<file path="src/scatter_gather_page_coalescer_defines.svh">
// ----------------------------------------------------------------------------
// Scatter-gather page coalescer assertion macros
// Shared concurrent assertion forms, clocked and reset-qualified.
// ----------------------------------------------------------------------------
`ifndef SCATTER_GATHER_PAGE_COALESCER_DEFINES_SVH
`define SCATTER_GATHER_PAGE_COALESCER_DEFINES_SVH

// same-cycle implication
`define SGPC_ASSERT_IMPL(label, clk, rst, ante, cons) \
   label: assert property (@(posedge clk) disable iff (rst) (ante) |-> (cons)) \
      else $error("scatter_gather_page_coalescer: same-cycle check failed");

// next-cycle implication
`define SGPC_ASSERT_NEXT(label, clk, rst, ante, cons) \
   label: assert property (@(posedge clk) disable iff (rst) (ante) |=> (cons)) \
      else $error("scatter_gather_page_coalescer: next-cycle check failed");

`endif

</file>
<file path="src/sgpc_pkg.sv">
// ----------------------------------------------------------------------------
// Scatter-gather page coalescer package
// Widths, register codes, payload and command types shared by the block.
// ----------------------------------------------------------------------------
package sgpc_pkg;

   localparam int ADDR_W    = 52;
   localparam int LEN_W     = 34;
   localparam int CNT_W     = 13;
   localparam int SHIFT_W   = 5;
   localparam int MASK_W    = 21;
   localparam int SUM_W     = ADDR_W + 1;
   localparam int CSR_IDX_W = 2;

   localparam int MAX_PAGES = 4096;
   localparam int CAP_INT   = (MAX_PAGES < 8191) ? MAX_PAGES : 8191;

   localparam logic [CNT_W-1:0]   COUNT_CAP   = CNT_W'(CAP_INT);
   localparam logic [LEN_W-1:0]   LEN_MAX     = {LEN_W{1'b1}};
   localparam logic [SHIFT_W-1:0] SHIFT_MIN   = SHIFT_W'(9);
   localparam logic [SHIFT_W-1:0] SHIFT_MAX   = SHIFT_W'(21);
   localparam logic [SHIFT_W-1:0] SHIFT_RESET = SHIFT_W'(12);
   localparam logic [CNT_W-1:0]   LIMIT_RESET = CNT_W'(4096);

   localparam logic [CSR_IDX_W-1:0] CSR_COUNT_ONLY  = 2'd0;
   localparam logic [CSR_IDX_W-1:0] CSR_ENTRY_LIMIT = 2'd1;
   localparam logic [CSR_IDX_W-1:0] CSR_PAGE_SHIFT  = 2'd2;

   localparam int FIFO_DEPTH = 2;
   localparam int FIFO_PTR_W = 1;
   localparam int FIFO_CNT_W = 2;

   typedef struct packed {
      logic [ADDR_W-1:0] page_address;
      logic              last_page;
   } req_type;

   typedef struct packed {
      logic [ADDR_W-1:0] entry_address;
      logic [LEN_W-1:0]  entry_length;
      logic [CNT_W-1:0]  entry_count;
      logic              last_result;
   } rsp_type;

   typedef struct packed {
      logic               close_valid;
      logic [ADDR_W-1:0]  close_start;
      logic [LEN_W-1:0]   close_length;
      logic [ADDR_W-1:0]  final_start;
      logic [LEN_W-1:0]   final_length;
      logic               last;
      logic               count_only;
      logic [CNT_W-1:0]   entry_limit;
      logic [SHIFT_W-1:0] page_shift;
   } cmd_type;

   typedef struct packed {
      logic [CNT_W-1:0] entries;
      logic             final_done;
   } status_type;

   function automatic logic [MASK_W-1:0] page_mask(input logic [SHIFT_W-1:0] shift);
      page_mask = (MASK_W'(1) << shift) - MASK_W'(1);
   endfunction

   // trim the in-page offset of the first entry's start
   function automatic logic [LEN_W-1:0] trim_length(input logic [LEN_W-1:0]   len,
                                                    input logic [ADDR_W-1:0]  start,
                                                    input logic [SHIFT_W-1:0] shift,
                                                    input logic               first);
      logic [MASK_W-1:0] offset;
      offset = start[MASK_W-1:0] & page_mask(shift);
      trim_length = first ? (len - LEN_W'(offset)) : len;
   endfunction

endpackage

</file>
<file path="src/sgpc_front.sv">
// ----------------------------------------------------------------------------
// Scatter-gather page coalescer front end
// Accepts pages, tracks the open run and issues close/final commands.
// ----------------------------------------------------------------------------
module sgpc_front import sgpc_pkg::*; (
   input  logic               clock,
   input  logic               reset,
   input  logic               req_valid,
   output logic               req_ready,
   input  req_type            req_data,
   input  logic               cfg_count_only,
   input  logic [CNT_W-1:0]   cfg_entry_limit,
   input  logic [SHIFT_W-1:0] cfg_page_shift,
   output logic               push_valid,
   input  logic               push_ready,
   output cmd_type            push_cmd
);

   logic [ADDR_W-1:0] run_start_ff, run_start_in;
   logic [LEN_W-1:0]  run_length_ff, run_length_in;
   logic [ADDR_W-1:0] previous_page_ff, previous_page_in;
   logic              run_open_ff, run_open_in;

   logic [SHIFT_W-1:0] shift;
   logic [LEN_W-1:0]   psize;
   logic [SUM_W-1:0]   adj_sum;
   logic [LEN_W:0]     len_sum;
   logic               merge;
   logic [ADDR_W-1:0]  new_start;
   logic [LEN_W-1:0]   new_length;
   logic               accept;

   assign req_ready  = push_ready;
   assign push_valid = req_valid;
   assign accept     = req_valid && push_ready;

   always_comb begin
      shift = cfg_page_shift;
      if (cfg_page_shift < SHIFT_MIN) begin
         shift = SHIFT_MIN;
      end else if (cfg_page_shift > SHIFT_MAX) begin
         shift = SHIFT_MAX;
      end
      psize   = LEN_W'(1) << shift;
      adj_sum = {1'b0, previous_page_ff} + SUM_W'(psize);
      len_sum = {1'b0, run_length_ff} + {1'b0, psize};
      merge   = run_open_ff &&
                ((adj_sum == {1'b0, req_data.page_address}) ||
                 ((previous_page_ff == '0) && (req_data.page_address == '0)));
      if (merge) begin
         new_start  = run_start_ff;
         new_length = len_sum[LEN_W] ? LEN_MAX : len_sum[LEN_W-1:0];
      end else begin
         new_start  = req_data.page_address;
         new_length = psize;
      end

      push_cmd.close_valid  = run_open_ff && !merge;
      push_cmd.close_start  = run_start_ff;
      push_cmd.close_length = run_length_ff;
      push_cmd.final_start  = new_start;
      push_cmd.final_length = new_length;
      push_cmd.last         = req_data.last_page;
      push_cmd.count_only   = cfg_count_only;
      push_cmd.entry_limit  = cfg_entry_limit;
      push_cmd.page_shift   = shift;

      run_start_in     = run_start_ff;
      run_length_in    = run_length_ff;
      previous_page_in = previous_page_ff;
      run_open_in      = run_open_ff;
      if (accept) begin
         if (req_data.last_page) begin
            run_start_in     = '0;
            run_length_in    = '0;
            previous_page_in = '0;
            run_open_in      = 1'b0;
         end else begin
            run_start_in     = new_start;
            run_length_in    = new_length;
            previous_page_in = req_data.page_address;
            run_open_in      = 1'b1;
         end
      end
   end

   always_ff @(posedge clock) begin
      if (reset) begin
         run_start_ff     <= '0;
         run_length_ff    <= '0;
         previous_page_ff <= '0;
         run_open_ff      <= 1'b0;
      end else begin
         run_start_ff     <= run_start_in;
         run_length_ff    <= run_length_in;
         previous_page_ff <= previous_page_in;
         run_open_ff      <= run_open_in;
      end
   end

endmodule

</file>
<file path="src/sgpc_cmd_fifo.sv">
// ----------------------------------------------------------------------------
// Scatter-gather page coalescer command queue
// Short queue decoupling the front end from the entry emitter.
// ----------------------------------------------------------------------------
module sgpc_cmd_fifo import sgpc_pkg::*; (
   input  logic                  clock,
   input  logic                  reset,
   input  logic                  push_valid,
   output logic                  push_ready,
   input  cmd_type               push_cmd,
   output logic                  pop_valid,
   input  logic                  pop,
   output cmd_type               pop_cmd,
   output logic [FIFO_CNT_W-1:0] fill
);

   cmd_type                entry_ff [FIFO_DEPTH];
   logic [FIFO_PTR_W-1:0]  wr_ptr_ff, wr_ptr_in;
   logic [FIFO_PTR_W-1:0]  rd_ptr_ff, rd_ptr_in;
   logic [FIFO_CNT_W-1:0]  count_ff, count_in;
   logic                   do_push;
   logic                   do_pop;

   assign push_ready = (count_ff != FIFO_CNT_W'(FIFO_DEPTH));
   assign pop_valid  = (count_ff != '0);
   assign pop_cmd    = entry_ff[rd_ptr_ff];
   assign fill       = count_ff;
   assign do_push    = push_valid && push_ready;
   assign do_pop     = pop && pop_valid;

   always_comb begin
      wr_ptr_in = do_push ? (wr_ptr_ff + FIFO_PTR_W'(1)) : wr_ptr_ff;
      rd_ptr_in = do_pop  ? (rd_ptr_ff + FIFO_PTR_W'(1)) : rd_ptr_ff;
      count_in  = count_ff;
      if (do_push && !do_pop) begin
         count_in = count_ff + FIFO_CNT_W'(1);
      end else if (do_pop && !do_push) begin
         count_in = count_ff - FIFO_CNT_W'(1);
      end
   end

   always_ff @(posedge clock) begin
      if (do_push) begin
         entry_ff[wr_ptr_ff] <= push_cmd;
      end
   end

   always_ff @(posedge clock) begin
      if (reset) begin
         wr_ptr_ff <= '0;
         rd_ptr_ff <= '0;
         count_ff  <= '0;
      end else begin
         wr_ptr_ff <= wr_ptr_in;
         rd_ptr_ff <= rd_ptr_in;
         count_ff  <= count_in;
      end
   end

endmodule

</file>
<file path="src/sgpc_back.sv">
// ----------------------------------------------------------------------------
// Scatter-gather page coalescer back end
// Counts entries, applies the limit and first-entry trim, emits results.
// ----------------------------------------------------------------------------
module sgpc_back import sgpc_pkg::*; (
   input  logic       clock,
   input  logic       reset,
   input  logic       head_valid,
   input  cmd_type    head,
   output logic       pop,
   output logic       rsp_valid,
   input  logic       rsp_ready,
   output rsp_type    rsp_data,
   output status_type status
);

   typedef enum logic [1:0] {
      PH_CLOSE = 2'b01,
      PH_FINAL = 2'b10
   } phase_type;

   phase_type        phase_ff, phase_in;
   logic [CNT_W-1:0] entries_ff, entries_in;
   logic             rsp_valid_ff, rsp_valid_in;
   rsp_type          rsp_ff, rsp_in;

   logic             doing_close;
   logic             limit_ok;
   logic             first;
   logic [CNT_W-1:0] bumped;
   logic             emit;
   logic             out_free;
   logic             go;
   rsp_type          result;
   phase_type        phase_next;
   logic [CNT_W-1:0] entries_next;
   logic             retire;

   assign rsp_valid = rsp_valid_ff;
   assign rsp_data  = rsp_ff;
   assign out_free  = !rsp_valid_ff || rsp_ready;

   always_comb begin
      doing_close  = head.close_valid && (phase_ff == PH_CLOSE);
      limit_ok     = entries_ff < head.entry_limit;
      first        = (entries_ff == '0);
      bumped       = (entries_ff < COUNT_CAP) ? (entries_ff + CNT_W'(1)) : entries_ff;
      emit         = 1'b0;
      retire       = 1'b0;
      phase_next   = phase_ff;
      entries_next = entries_ff;
      result       = '0;

      if (doing_close) begin
         if (head.count_only) begin
            entries_next = bumped;
         end else if (limit_ok) begin
            emit                 = 1'b1;
            entries_next         = bumped;
            result.entry_address = head.close_start;
            result.entry_length  = trim_length(head.close_length, head.close_start,
                                               head.page_shift, first);
            result.entry_count   = entries_ff;
         end
         if (head.last) begin
            phase_next = PH_FINAL;
         end else begin
            retire = 1'b1;
         end
      end else if (!head.last) begin
         retire = 1'b1;
      end else begin
         emit               = 1'b1;
         retire             = 1'b1;
         phase_next         = PH_CLOSE;
         entries_next       = '0;
         result.last_result = 1'b1;
         if (head.count_only) begin
            result.entry_count = bumped;
         end else if (limit_ok) begin
            result.entry_address = head.final_start;
            result.entry_length  = trim_length(head.final_length, head.final_start,
                                               head.page_shift, first);
            result.entry_count   = entries_ff;
         end else begin
            result.entry_count = entries_ff;
         end
      end

      go  = head_valid && (!emit || out_free);
      pop = go && retire;

      phase_in     = go ? phase_next : phase_ff;
      entries_in   = go ? entries_next : entries_ff;
      rsp_valid_in = rsp_valid_ff && !rsp_ready;
      rsp_in       = rsp_ff;
      if (go && emit) begin
         rsp_valid_in = 1'b1;
         rsp_in       = result;
      end

      status.entries    = entries_ff;
      status.final_done = go && !doing_close && head.last;
   end

   always_ff @(posedge clock) begin
      rsp_ff <= rsp_in;
   end

   always_ff @(posedge clock) begin
      if (reset) begin
         phase_ff     <= PH_CLOSE;
         entries_ff   <= '0;
         rsp_valid_ff <= 1'b0;
      end else begin
         phase_ff     <= phase_in;
         entries_ff   <= entries_in;
         rsp_valid_ff <= rsp_valid_in;
      end
   end

endmodule

</file>
<file path="src/scatter_gather_page_coalescer.sv">
// ----------------------------------------------------------------------------
// Scatter-gather page coalescer
// Merges a stream of physical page addresses into scatter-gather entries.
// ----------------------------------------------------------------------------
// One page address is accepted every clock cycle while the command queue has
// room. The front end compares each page with the previous one in the same
// cycle and pushes one command into a two-entry queue; the back end retires
// one command per cycle into a single registered result stage while that stage
// is free. A page that both closes a run and ends the buffer produces up to two
// results in a close pass and a final pass; every other page takes one pass.
// Configuration writes take effect on the next accepted page.
`include "scatter_gather_page_coalescer_defines.svh"

module scatter_gather_page_coalescer import sgpc_pkg::*; (
   input  logic                 clock,
   input  logic                 reset,
   input  logic                 req_valid,
   output logic                 req_ready,
   input  req_type              req_data,
   output logic                 rsp_valid,
   input  logic                 rsp_ready,
   output rsp_type              rsp_data,
   input  logic                 csr_write_enable,
   input  logic [CSR_IDX_W-1:0] csr_index,
   input  logic [CNT_W-1:0]     csr_write_data
);

   logic               count_only_ff, count_only_in;
   logic [CNT_W-1:0]   entry_limit_ff, entry_limit_in;
   logic [SHIFT_W-1:0] page_shift_ff, page_shift_in;

   logic                  push_valid;
   logic                  push_ready;
   cmd_type               push_cmd;
   logic                  head_valid;
   logic                  pop;
   cmd_type               head;
   logic [FIFO_CNT_W-1:0] fill;
   status_type            status;

   always_comb begin
      count_only_in  = count_only_ff;
      entry_limit_in = entry_limit_ff;
      page_shift_in  = page_shift_ff;
      if (csr_write_enable) begin
         case (csr_index)
            CSR_COUNT_ONLY:  count_only_in  = csr_write_data[0];
            CSR_ENTRY_LIMIT: entry_limit_in = csr_write_data;
            CSR_PAGE_SHIFT:  page_shift_in  = csr_write_data[SHIFT_W-1:0];
            default: begin
            end
         endcase
      end
   end

   always_ff @(posedge clock) begin
      if (reset) begin
         count_only_ff  <= 1'b0;
         entry_limit_ff <= LIMIT_RESET;
         page_shift_ff  <= SHIFT_RESET;
      end else begin
         count_only_ff  <= count_only_in;
         entry_limit_ff <= entry_limit_in;
         page_shift_ff  <= page_shift_in;
      end
   end

   sgpc_front u_front (
      .clock           (clock),
      .reset           (reset),
      .req_valid       (req_valid),
      .req_ready       (req_ready),
      .req_data        (req_data),
      .cfg_count_only  (count_only_ff),
      .cfg_entry_limit (entry_limit_ff),
      .cfg_page_shift  (page_shift_ff),
      .push_valid      (push_valid),
      .push_ready      (push_ready),
      .push_cmd        (push_cmd)
   );

   sgpc_cmd_fifo u_fifo (
      .clock      (clock),
      .reset      (reset),
      .push_valid (push_valid),
      .push_ready (push_ready),
      .push_cmd   (push_cmd),
      .pop_valid  (head_valid),
      .pop        (pop),
      .pop_cmd    (head),
      .fill       (fill)
   );

   sgpc_back u_back (
      .clock      (clock),
      .reset      (reset),
      .head_valid (head_valid),
      .head       (head),
      .pop        (pop),
      .rsp_valid  (rsp_valid),
      .rsp_ready  (rsp_ready),
      .rsp_data   (rsp_data),
      .status     (status)
   );

   `SGPC_ASSERT_IMPL(a_accept_has_room, clock, reset, req_valid && req_ready, fill < FIFO_CNT_W'(FIFO_DEPTH))
   `SGPC_ASSERT_IMPL(a_entry_not_empty, clock, reset, rsp_valid && !rsp_data.last_result, rsp_data.entry_length != '0)
   `SGPC_ASSERT_IMPL(a_count_capped, clock, reset, 1'b1, status.entries <= COUNT_CAP)
   `SGPC_ASSERT_NEXT(a_count_cleared, clock, reset, status.final_done, status.entries == '0)

endmodule

</file>
<file path="config.mk">
export PLATFORM = sky130hd
export DESIGN_NAME = scatter_gather_page_coalescer
export DESIGN_NICKNAME = d
export VERILOG_FILES = /design/src/sgpc_pkg.sv /design/src/sgpc_front.sv /design/src/sgpc_cmd_fifo.sv /design/src/sgpc_back.sv /design/src/scatter_gather_page_coalescer.sv
export VERILOG_INCLUDE_DIRS = /design/src /design/src/src
export SDC_FILE = /design/constraint.sdc
export NUM_CORES = 1
export LEC_CHECK = 0
export BUFFER_PORTS_ARGS = -buffer_cell sky130_fd_sc_hd__buf_4
export CAP_MARGIN = 20
export CORE_MARGIN = 1.5
export CORE_UTILIZATION = 35
export CTS_BUF_LIST = sky130_fd_sc_hd__clkbuf_4 sky130_fd_sc_hd__clkbuf_8
export CTS_CLUSTER_DIAMETER = 150
export CTS_CLUSTER_SIZE = 25
export DETAILED_ROUTE_END_ITERATION = 8
export GPL_TIMING_DRIVEN = 0
export PLACE_DENSITY = 0.55
export SYNTH_ARGS = -nofsm -noshare
export SYNTH_HDL_FRONTEND = slang
export SYNTH_HIERARCHICAL = 1
export SYNTH_SLANG_ARGS = --single-unit
</file>
<file path="constraint.sdc">
create_clock -name clock -period 15.6 [get_ports clock]
set_input_delay 3.12 -clock clock [delete_from_list [all_inputs] [get_ports clock]]
set_output_delay 3.12 -clock clock [all_outputs]
set_load 0.01 [all_outputs]
</file>
Yosys cells after proc, flatten, opt, wreduce, memory -nomap -nowiden --
Memory sizes are Yosys's and may differ from the RTL's. A register that Yosys moved wholly into a read port is not among the register bits. Index checks and enable logic that the tools add are counted.
Word-level totals: bits in registers 278, RAM bits 386, input port bits 73, output and inout port bits 102, word-level logic and storage cells 114, memories 1
Operators by class: add/sub/neg operators 10, $lt $le $gt $ge 4, eq/ne operators 6, shifts and indexed selects 2, muxes and demuxes 39, bitwise gates (word level) 2, reduce and logical (&&, ||, !) cells 33
Memories:
- u_fifo.entry_ff | words 2, bits a word 193, rd ports 1, clocked after Yosys merged registers in 1, wr ports 1, RTL line sgpc_cmd_fifo.sv:17 | cmd_type entry_ff [FIFO_DEPTH];
Operator list (count):
- two-way mux 99 bit | 3
- two-way mux 86 bit | 2
- two-way mux 34 bit | 5
- two-way mux 52 bit | 3
- zero test 52 bit | 2
- two-way mux 100 bit | 1
- two-way mux 13 bit | 6
- subtractor 34 x 21 -> 34 bit | 2
- adder 52 x 34 -> 53 bit | 1
- == test 53 x 52 -> 1 bit | 1
- bitwise AND 21 bit | 2
- adder 34 x 34 -> 35 bit | 1
- << shifter 1 x 5 -> 34 bit (first input constant) | 1
- << shifter 1 x 5 -> 21 bit (first input constant) | 1
- subtractor 21 x 2 -> 21 bit (second input constant) | 1
- adder 13 x 1 -> 13 bit (second input constant) | 1
- zero test 13 bit | 1
- less-than comparator 13 bit | 1
- less-than comparator 13 bit (second input constant) | 1
- logical AND 1 bit | 12
- two-way mux 1 bit | 12
- two-way mux 2 bit | 5
- two-way mux 5 bit | 2
- AND reduction 2 bit | 4
- 14 further kinds | 25

Depth between registers and ports, before layout --
Gate-level depths: netlist of the first run.
depth in word-level cells 12, depth in mapped cells 24, depth with buffers taken out 20

Modules after synthesis --
The synthesis of the first run kept the hierarchy.
By module, submodules not included:
- sgpc_cmd_fifo | times used 1, cells an instance 624, area an instance 14203.6 µm², sequential area each 11691.2 µm²
- sgpc_front | times used 1, cells an instance 1431, area an instance 11385.9 µm², sequential area each 2782.7 µm²
- sgpc_back | times used 1, cells an instance 976, area an instance 8951.1 µm², sequential area each 3323.2 µm²
- scatter_gather_page_coalescer | times used 1, cells an instance 80, area an instance 834.6 µm², sequential area each 380.4 µm²

Least setup slack after synthesis of the first run --
No wires, ideal clock.
path kind input port to flip-flop, from input port req_valid, to memory u_fifo/entry_ff[1][0] (netlist name), enable pin, setup time 0.578 ns, arrival 7.665 ns, data required time 15.022 ns, slack 7.357 ns, cell stages on the path 2, path buffers 1, path through buf_4 and3_1
On the way: word-level cells in the longest chain between the ends 3
RTL lines:
- start: declaration | RTL line scatter_gather_page_coalescer.sv:17 | input logic req_valid,
- logical AND 1 bit | RTL line sgpc_cmd_fifo.sv:28 | assign do_push = push_valid && push_ready;
- two-way mux 1 bit | RTL line sgpc_cmd_fifo.sv:43 | if (do_push) begin
- two-way mux 1 bit (not written as such) | RTL line sgpc_cmd_fifo.sv:44 | entry_ff[wr_ptr_ff] <= push_cmd;
- end: declaration | RTL line sgpc_cmd_fifo.sv:17
Every way passes these cells.

Final worst setup path of the first run --
from register page_shift_ff[2], to register u_front.run_start_ff[25]
On the way: word-level cells in the longest chain between the ends 10, elaborated cells between the ends (all ways) 11, those cells by class add/sub (1); order compare (2); eq/ne (1); shift (1); mux (4); reduce/logical (2)
RTL lines:
- start: declaration | RTL line scatter_gather_page_coalescer.sv:30 | logic [SHIFT_W-1:0] page_shift_ff, page_shift_in;
- start signal: assignment | RTL line scatter_gather_page_coalescer.sv:64 | page_shift_ff <= page_shift_in;
- > comparator 5 bit | RTL line sgpc_front.sv:41 | end else if (cfg_page_shift > SHIFT_MAX) begin
- two-way mux 5 bit | RTL line sgpc_front.sv:41
- two-way mux 5 bit (*) | RTL line sgpc_front.sv:39 | if (cfg_page_shift < SHIFT_MIN) begin
- << shifter 1 x 5 -> 34 bit (*) | RTL line sgpc_front.sv:44 | psize = LEN_W'(1) << shift;
- adder 52 x 34 -> 53 bit (*) | RTL line sgpc_front.sv:45 | adj_sum = {1'b0, previous_page_ff} + SUM_W'(psize);
- == test 53 x 52 -> 1 bit (*) | RTL line sgpc_front.sv:48 | ((adj_sum == {1'b0, req_data.page_address}) ||
- logical OR 1 bit (*) | RTL line sgpc_front.sv:48
- logical AND 1 bit (*) | RTL line sgpc_front.sv:47 | merge = run_open_ff &&
- two-way mux 52 bit (*) | RTL line sgpc_front.sv:50 | if (merge) begin
- two-way mux 52 bit (*) | RTL line sgpc_front.sv:73 | if (req_data.last_page) begin
- end signal: assignment | RTL line sgpc_front.sv:94 | run_start_ff <= run_start_in;
- end: declaration | RTL line sgpc_front.sv:19 | logic [ADDR_W-1:0] run_start_ff, run_start_in;
Mark *: on every way between the ends. The rest lies on a longest branch, timed or not. A chain may end at the register's enable or synchronous reset.

==> results of run 1 <==
power by group:
group | internal [mW] | switching (mW) | leakage, nW | total, mW
registers | 2.25 | 0.0839 | 6.09 | 2.33
logic | 1.01 | 1.66 | 7.78 | 2.67
clock network | 0.244 | 0.539 | 0.338 | 0.782
total | 3.50 | 2.28 | 14.2 | 5.78
registers in the layout, indices dropped and copies added, names as in the netlist, named ones only:
signal / cells
u_front/run_start_ff: 52
u_front/run_length_ff: 34
u_back/rsp_data: 100
count_only_ff: 1
u_back/rsp_valid: 1
u_fifo/fill: 2
u_front/previous_page_ff: 52
u_fifo/wr_ptr_ff: 1
u_fifo/entry_ff: 386
entry_limit_ff: 13
u_back/phase_ff: 2
page_shift_ff: 5
u_front/run_open_ff: 1
u_back/entries_ff: 13
u_fifo/rd_ptr_ff: 1
cells by family (layout without fill, tap and decap cells):
| logic type | after synthesis | count (layout) | synth area share (%) |
|---|---|---|---|
| AOI/OAI and AO/OA | 768 | 768 | 15.2 |
| and+or+nand+nor | 881 | 881 | 12.9 |
| muxes | 287 | 287 | 9.07 |
| adders and majority gates | 117 | 117 | 4.17 |
| other | 2 | 30 | 0.0212 |
| buffers and inverters | 240 | 478 | 3.48 |
| xor gates and xnor gates | 151 | 151 | 3.78 |
| DFF | 665 | 665 | 51.4 |
area by class of cell:
class | count | area, µm²
Timing Repair Buffer | 182 | 1500
Fill cell | 9867 | 60900
Sequential cell | 665 | 18200
Clock buffer | 54 | 599
Tap cell | 1298 | 1620
Clock inverter | 2 | 17.5
Multi-Input combinational cell | 2232 | 16100
Buffer | 183 | 1020
Antenna cell | 2 | 5.00
Inverter | 57 | 221
layer usage:
layer / global-route usage, % / vias to the layer above / wire, µm
li1: - / 12235 / -
met1: 29.2 / 12909 / 50400
met2: 33.5 / 759 / 51000
met3: 3.41 / 150 / 6870
met4: 7.17 / 2 / 3860
met5: 0 / - / 12
final timing paths:
check	start	depth (start not counted)	endpoint	slack (ns)
worst min-delay path	u_front/run_length_ff[7]	0	u_fifo/entry_ff[0][113]	0.48
worst min register to register	u_front/run_length_ff[7]	0	u_fifo/entry_ff[0][113]	0.48
worst max-delay path	page_shift_ff[2]	17	u_front/run_start_ff[25]	8.65
worst max register to register	page_shift_ff[2]	17	u_front/run_start_ff[25]	8.65
cells in the final DEF (no fill, tap or decap), types with 21 or more instances in the layout:
cell / instances
a221oi_1: 21
mux2i_1: 30
conb_1: 28
a21o_1: 45
inv_1: 54
nand2b_1: 50
clkbuf_4: 23
clkbuf_1: 113
mux2_2: 253
a22o_1: 124
o22ai_1: 25
a21oi_1: 196
ha_1: 110
and3_1: 23
nor3b_1: 56
nor4_1: 41
buf_6: 27
nor3_1: 42
nand4_1: 43
nand2_1: 192
a31oi_1: 26
o21ai_0: 119
xnor2_1: 86
clkbuf_8: 31
xor2_1: 64
edfxtp_1: 486
nor2_1: 251
dfxtp_1: 179
buf_4: 196
nand3_1: 51
per-stage QoR:
step | utilization [%] | total power [mW] | instances | worst slack, ns | cell area, µm²
finish | 39.2 | 5.78 | 4675 | 8.65 | 39200
global route | 39.2 | 6.10 | 4675 | 8.45 | 39200
CTS | 39.2 | 5.82 | 4673 | 8.77 | 39200
detailed placement | 38.6 | 5.03 | 4617 | 8.06 | 38600
global placement | 38.3 | 5.08 | 4606 | 4.08 | 38400
floorplan | - | 4.11 | 3137 | 7.36 | 35500
==> results.tsv, run 1 <==
stage	metric	value	unit
detailed_routing	drtIter0Drc	2197	
worst_setup_path	critPathTopFamily	compound AO/OA/AOI/OAI gates	
detailed_routing	ant_nets	0	
worst_setup_path	worstPathCellList	clkbuf_1 > o21ai_0 > a21oi_1 > ha_1 > clkbuf_1 > nand4_1 > nor2_1 > a211oi_1 > o311a_1 > or4b_1 > nor4_1 > nand4b_1 > a2111oi_2 > a41oi_4 > o21ai_2 > buf_4 > a22o_1	
logic_synthesis	synth_cell_types	114	
floorplanning	start_util	35.3	%
layout	layout.nets	3537	
logic_synthesis	synth.most_common_cell	edfxtp_1	
floorplanning	io_pins	175	
timing	skew	0.0593	ns
cts	cts-root-buf	clkbuf_8	
worst_setup_path	crit_fanout	10	
cts	postCtsSetupBuffers	0	
detailed_routing	dr.pass1.iters	5	
global_route	grt_pass1_wl	163000	µm
floorplanning	design.die.area	0.103	mm²
cts	clock_path_buffers	3	
timing	period_minus_slack	6.95	ns
logic_synthesis	yosysSeqAreaShare	51.4	%
hold_path	worstHoldPathType	reg2reg	
floorplanning	die_w	321	µm
power	power_density	147	mW/mm²
floorplanning	die_h	321	µm
cts	cts_tree	done	
global_route	antenna_found_initial	7	
timing	slew_headroom	19.9	%
cts	clk_pin_slew_worst_paths	0.15	ns
detailed_routing	drcViolationCount	0	
worst_setup_path	worstPathRequired	16.34	ns
cts	ctsResizeCount	0	
power	p_leak	14.2	nW
timing	setup_violations	0	
logic_synthesis	ys_top_cells_by_area	edfxtp_1 41%, dfxtp_1 10%, mux2_2 8.1%	
logic_synthesis	ys.flop_type	edfxtp_1	
global_route	grt_max_degree	102	
timing	grt_setup_unrepaired	false	
worst_setup_path	cpMaxStageDelayCell	o21ai_2	
global_route	grt_pass1_vias	24883	
worst_setup_path	crit_path_end_kind	flop	
place	hpwl	85300	µm
place	gp_congestion	0.954	
cts	htreeDepth	1	
worst_setup_path	path_buf_inv	3	
worst_setup_path	critical-path-max-stage-delay	0.79	ns
timing	min_period_over_period	44.6	%
worst_setup_path	critPathKind	reg2reg	
global_route	grt_usage	21.1	%
detailed_routing	vias	26055	
cts	clock_sinks	665	
timing	fin_hold_ws	0.482	ns
cts	holdBufCountCts	0	
floorplanning	coreArea	0.100	mm²
layout	drive_gt1_share	18.5	%
logic_synthesis	synth_top_area_cell	edfxtp_1	
logic_synthesis	async_reset_ff_share	0	%
power	ir_drop	0.0000778	V
worst_setup_path	crit_arrival	7.69	ns
logic_synthesis	synth.top_cell.area_share	41.3	%
timing	fmax	0.144	GHz
floorplanning	row_count	116	
logic_synthesis	postSynthCellCount	3111	
global_route	grt.overflow.total	0	
timing	worstMarginPinSlew	1.20	ns
cts	worstSkewPairLatency	0.80	ns
detailed_routing	vias_per_cell	5.57	
detailed_routing	wirelength	112000	µm
layout	area_delta_synth_final	10.9	%
timing	fin_tns_setup	0	ns
logic_synthesis	synth_edf_count	486	
logic_synthesis	ys_seq_elements	665	
place	port_buffers	171	
worst_setup_path	cp-start-kind	flop	
logic_synthesis	yosys_warnings	6	
flow_run	cap_violations	0	
logic_synthesis	syn-cell-area	0.0354	mm²
timing	hold_viol	0	
logic_synthesis	syn_avg_cell_area	11.4	µm²
cts	numCtsBuffers	30	
worst_setup_path	cp_common_cell	clkbuf_1	
detailed_routing	wl_per_cell	24.0	µm
logic_synthesis	ys_top_cells_by_count	486 x edfxtp_1, 253 x mux2_2, 252 x nor2_1	
status	status	finished, final reports clean	
timing	slew_viol_final	0	
No activity file was read; power rests on OpenSTA's default activity.
==> run 2, diff against run 1 <==
--- a/config.mk
+++ b/config.mk
@@ -15,7 +15,7 @@
 export CTS_CLUSTER_SIZE = 25
 export DETAILED_ROUTE_END_ITERATION = 8
 export GPL_TIMING_DRIVEN = 0
-export PLACE_DENSITY = 0.55
+export PLACE_DENSITY = 0.57
 export SYNTH_ARGS = -nofsm -noshare
 export SYNTH_HDL_FRONTEND = slang
 export SYNTH_HIERARCHICAL = 1
==> constraint.sdc (replaced) <==
create_clock -name clock -period 5.7 [get_ports clock]
set_input_delay 1.14 -clock clock [delete_from_list [all_inputs] [get_ports clock]]
set_output_delay 1.14 -clock clock [all_outputs]
set_load 0.01 [all_outputs]
==> results.tsv, run 2 (synthesis results as in run 1) <==
stage	metric	value	unit	change
cts	numCtsBuffers	30		unchanged
global_route	grt_pass1_vias	24648		was 24883
global_route	grt_usage	21.0	%	was 21.1%
timing	fmax	0.179	GHz	was 0.144 GHz
power	power_density	404	mW/mm²	was 147 mW/mm²
detailed_routing	drcViolationCount	0		unchanged
worst_setup_path	crit_fanout	10		unchanged
power	p_leak	14.3	nW	was 14.2 nW
hold_path	holdPathStages	2		was 0
detailed_routing	wirelength	112000	µm	about the same
place	hpwl	85000	µm	was 85300 µm
timing	min_period_over_period	97.8	%	was 44.6%
timing	hold_viol	0		unchanged
cts	worstSkewPairLatency	0.78	ns	was 0.80 ns
place	place_area	0.0386	mm²	about the same
timing	slew_viol_final	0		unchanged
hold_path	worstHoldPathType	reg2reg		unchanged
cts	cts_tree	done		unchanged
worst_setup_path	critPathKind	reg2reg		unchanged
timing	skew	0.0594	ns	was 0.0593 ns
floorplanning	die_w	321	µm	unchanged
layout	layout.nets	3547		was 3537
timing	worstMarginPinSlew	1.14	ns	was 1.20 ns
layout	area_delta_synth_final	11.9	%	was 10.9%
global_route	grt.overflow.total	0		unchanged
place	port_buffers	171		unchanged
detailed_routing	vias_per_cell	5.58		was 5.57
layout	regMostFlops	u_fifo/entry_ff		unchanged
timing	period_minus_slack	5.57	ns	was 6.95 ns
power	ir_drop	0.000195	V	was 0.0000778 V
floorplanning	die_h	321	µm	unchanged
power	finalPower	16.0	mW	was 5.78 mW
global_route	grt_pass1_wl	163000	µm	about the same
detailed_routing	drtIter0Drc	2079		was 2197
worst_setup_path	crit_path_end_kind	flop		unchanged
layout	final_cell_mix	486 x edfxtp_1, 252 x mux2_2, 244 x nor2_1		was 486 x edfxtp_1, 253 x mux2_2, 251 x nor2_1
place	gp_congestion	0.958		was 0.954
worst_setup_path	reg2reg_depth	17		unchanged
detailed_routing	ant_nets	0		unchanged
detailed_routing	dr.pass1.iters	5		unchanged
detailed_routing	vias	26160		was 26055
global_route	antenna_found_initial	3		was 7
worst_setup_path	cp-start-kind	flop		unchanged
cts	htreeDepth	1		unchanged
global_route	busiest_layer	met2		unchanged
layout	drive_gt1_share	20.1	%	was 18.5%
worst_setup_path	worstPathRequired	6.36	ns	was 16.34 ns
floorplanning	io_pins	175		unchanged
layout	fin_area	0.0396	mm²	was 0.0392 mm²
global_route	grt_max_degree	105		was 102
flow_run	cap_violations	0		unchanged
layout	final_common_cell	edfxtp_1		unchanged
status	status	finished, final reports clean		unchanged
global_route	grt_use_met2	34.5	%	was 33.5%
global_route	met3_usage	2.31	%	was 3.41%
cts	clock_sinks	665		unchanged
cts	clk_pin_slew_worst_paths	0.16	ns	was 0.15 ns
timing	slew_headroom	24.0	%	was 19.9%
detailed_routing	wl_per_cell	23.9	µm	was 24.0 µm
layout	largest_register_ffs	386		unchanged
global_route	met1_usage	30.1	%	was 29.2%
floorplanning	start_util	35.3	%	unchanged
cts	cts-root-buf	clkbuf_8		unchanged
floorplanning	row_count	116		unchanged
cts	clock_path_buffers	3		unchanged
timing	setup_violations	0		unchanged
worst_setup_path	crit_arrival	6.24	ns	was 7.69 ns
floorplanning	design.die.area	0.103	mm²	unchanged
cts	holdBufCountCts	0		unchanged
floorplanning	coreArea	0.100	mm²	unchanged
run 2: changes by cell type in the layout (fill, tap and decap cells not counted), sizes merged:
cell	previous run	this run
clkinvlp	0	1
clkinv	1	0
buf	252	264
diode	2	3
clkbuf	167	165
run 2: final cells by class:
class                   instances  area [µm²]
fillers                      9801       60600
inverters                      57         225
plain buffers                 182        1040
clock inverters                 2        20.0
flip-flops and latches        665       18200
multi-input cells            2232       16300
well taps                    1298        1620
diodes                          3        7.51
repair buffers                193        1610
clock buffers                  54         593
run 2: worst paths after layout:
kind / from / endpoint / slack (ns)
max: page_shift_ff[2] / u_front/run_length_ff[20] / 0.13
min reg2reg: u_back/phase_ff[0] / u_back/phase_ff[0] / 0.47
max reg2reg: page_shift_ff[2] / u_front/run_length_ff[20] / 0.13
min: u_back/phase_ff[0] / u_back/phase_ff[0] / 0.47
run 2: critical path: stages (launching register included):
cell and delay, ns:
dfxtp_4 0.43, clkbuf_4 0.23, nand3_1 0.20, nor3_2 0.29
ha_1 0.29, clkbuf_1 0.20, a21oi_1 0.22, o21ai_0 0.31
a222oi_1 0.58, nand4_1 0.22, nor4_1 0.31, nand4_1 0.35
a2111oi_4 0.57, a41o_1 0.35, buf_6 0.21, buf_8 0.18
mux2_4 0.32, a22o_1 0.21
run 2: stage by stage:
stage / setup WS (ns) / util (%) / instances / hold slack (ns) / TNS, ns
after CTS: 0.00816 / 39.4 / 4680 / 0.474 / 0
final: 0.127 / 39.5 / 4686 / 0.470 / 0
after global routing: -0.0259 / 39.5 / 4684 / 0.491 / -0.0329
after detailed placement: -1.28 / 38.6 / 4618 / 0.441 / -246.63
after floorplan: 0.0904 / - / 3137 / 0.424 / 0
after global placement: -2.88 / 38.3 / 4606 / 0.439 / -1079.35
run 2: where the power goes:
group / internal (mW) / total [mW] / switching (mW)
Combinational: 2.84 / 7.47 / 4.63
Clock: 0.661 / 2.14 / 1.48
Sequential: 6.15 / 6.38 / 0.229
Total: 9.65 / 16.0 / 6.33
run 2: per-layer routing:
| layer | up-vias | part of all wire (%) |
|---|---|---|
| met5 | - | 0.0089 |
| met4 | 2 | 1.9 |
| met3 | 106 | 5.7 |
| met2 | 752 | 47 |
| met1 | 13048 | 45 |
| li1 | 12252 | - |
run 2: timing repair:
action,CTS,global route
resized for setup,29,46
setup buffers,7,3
pin swaps,6,8
setup endpoints to repair,279,254
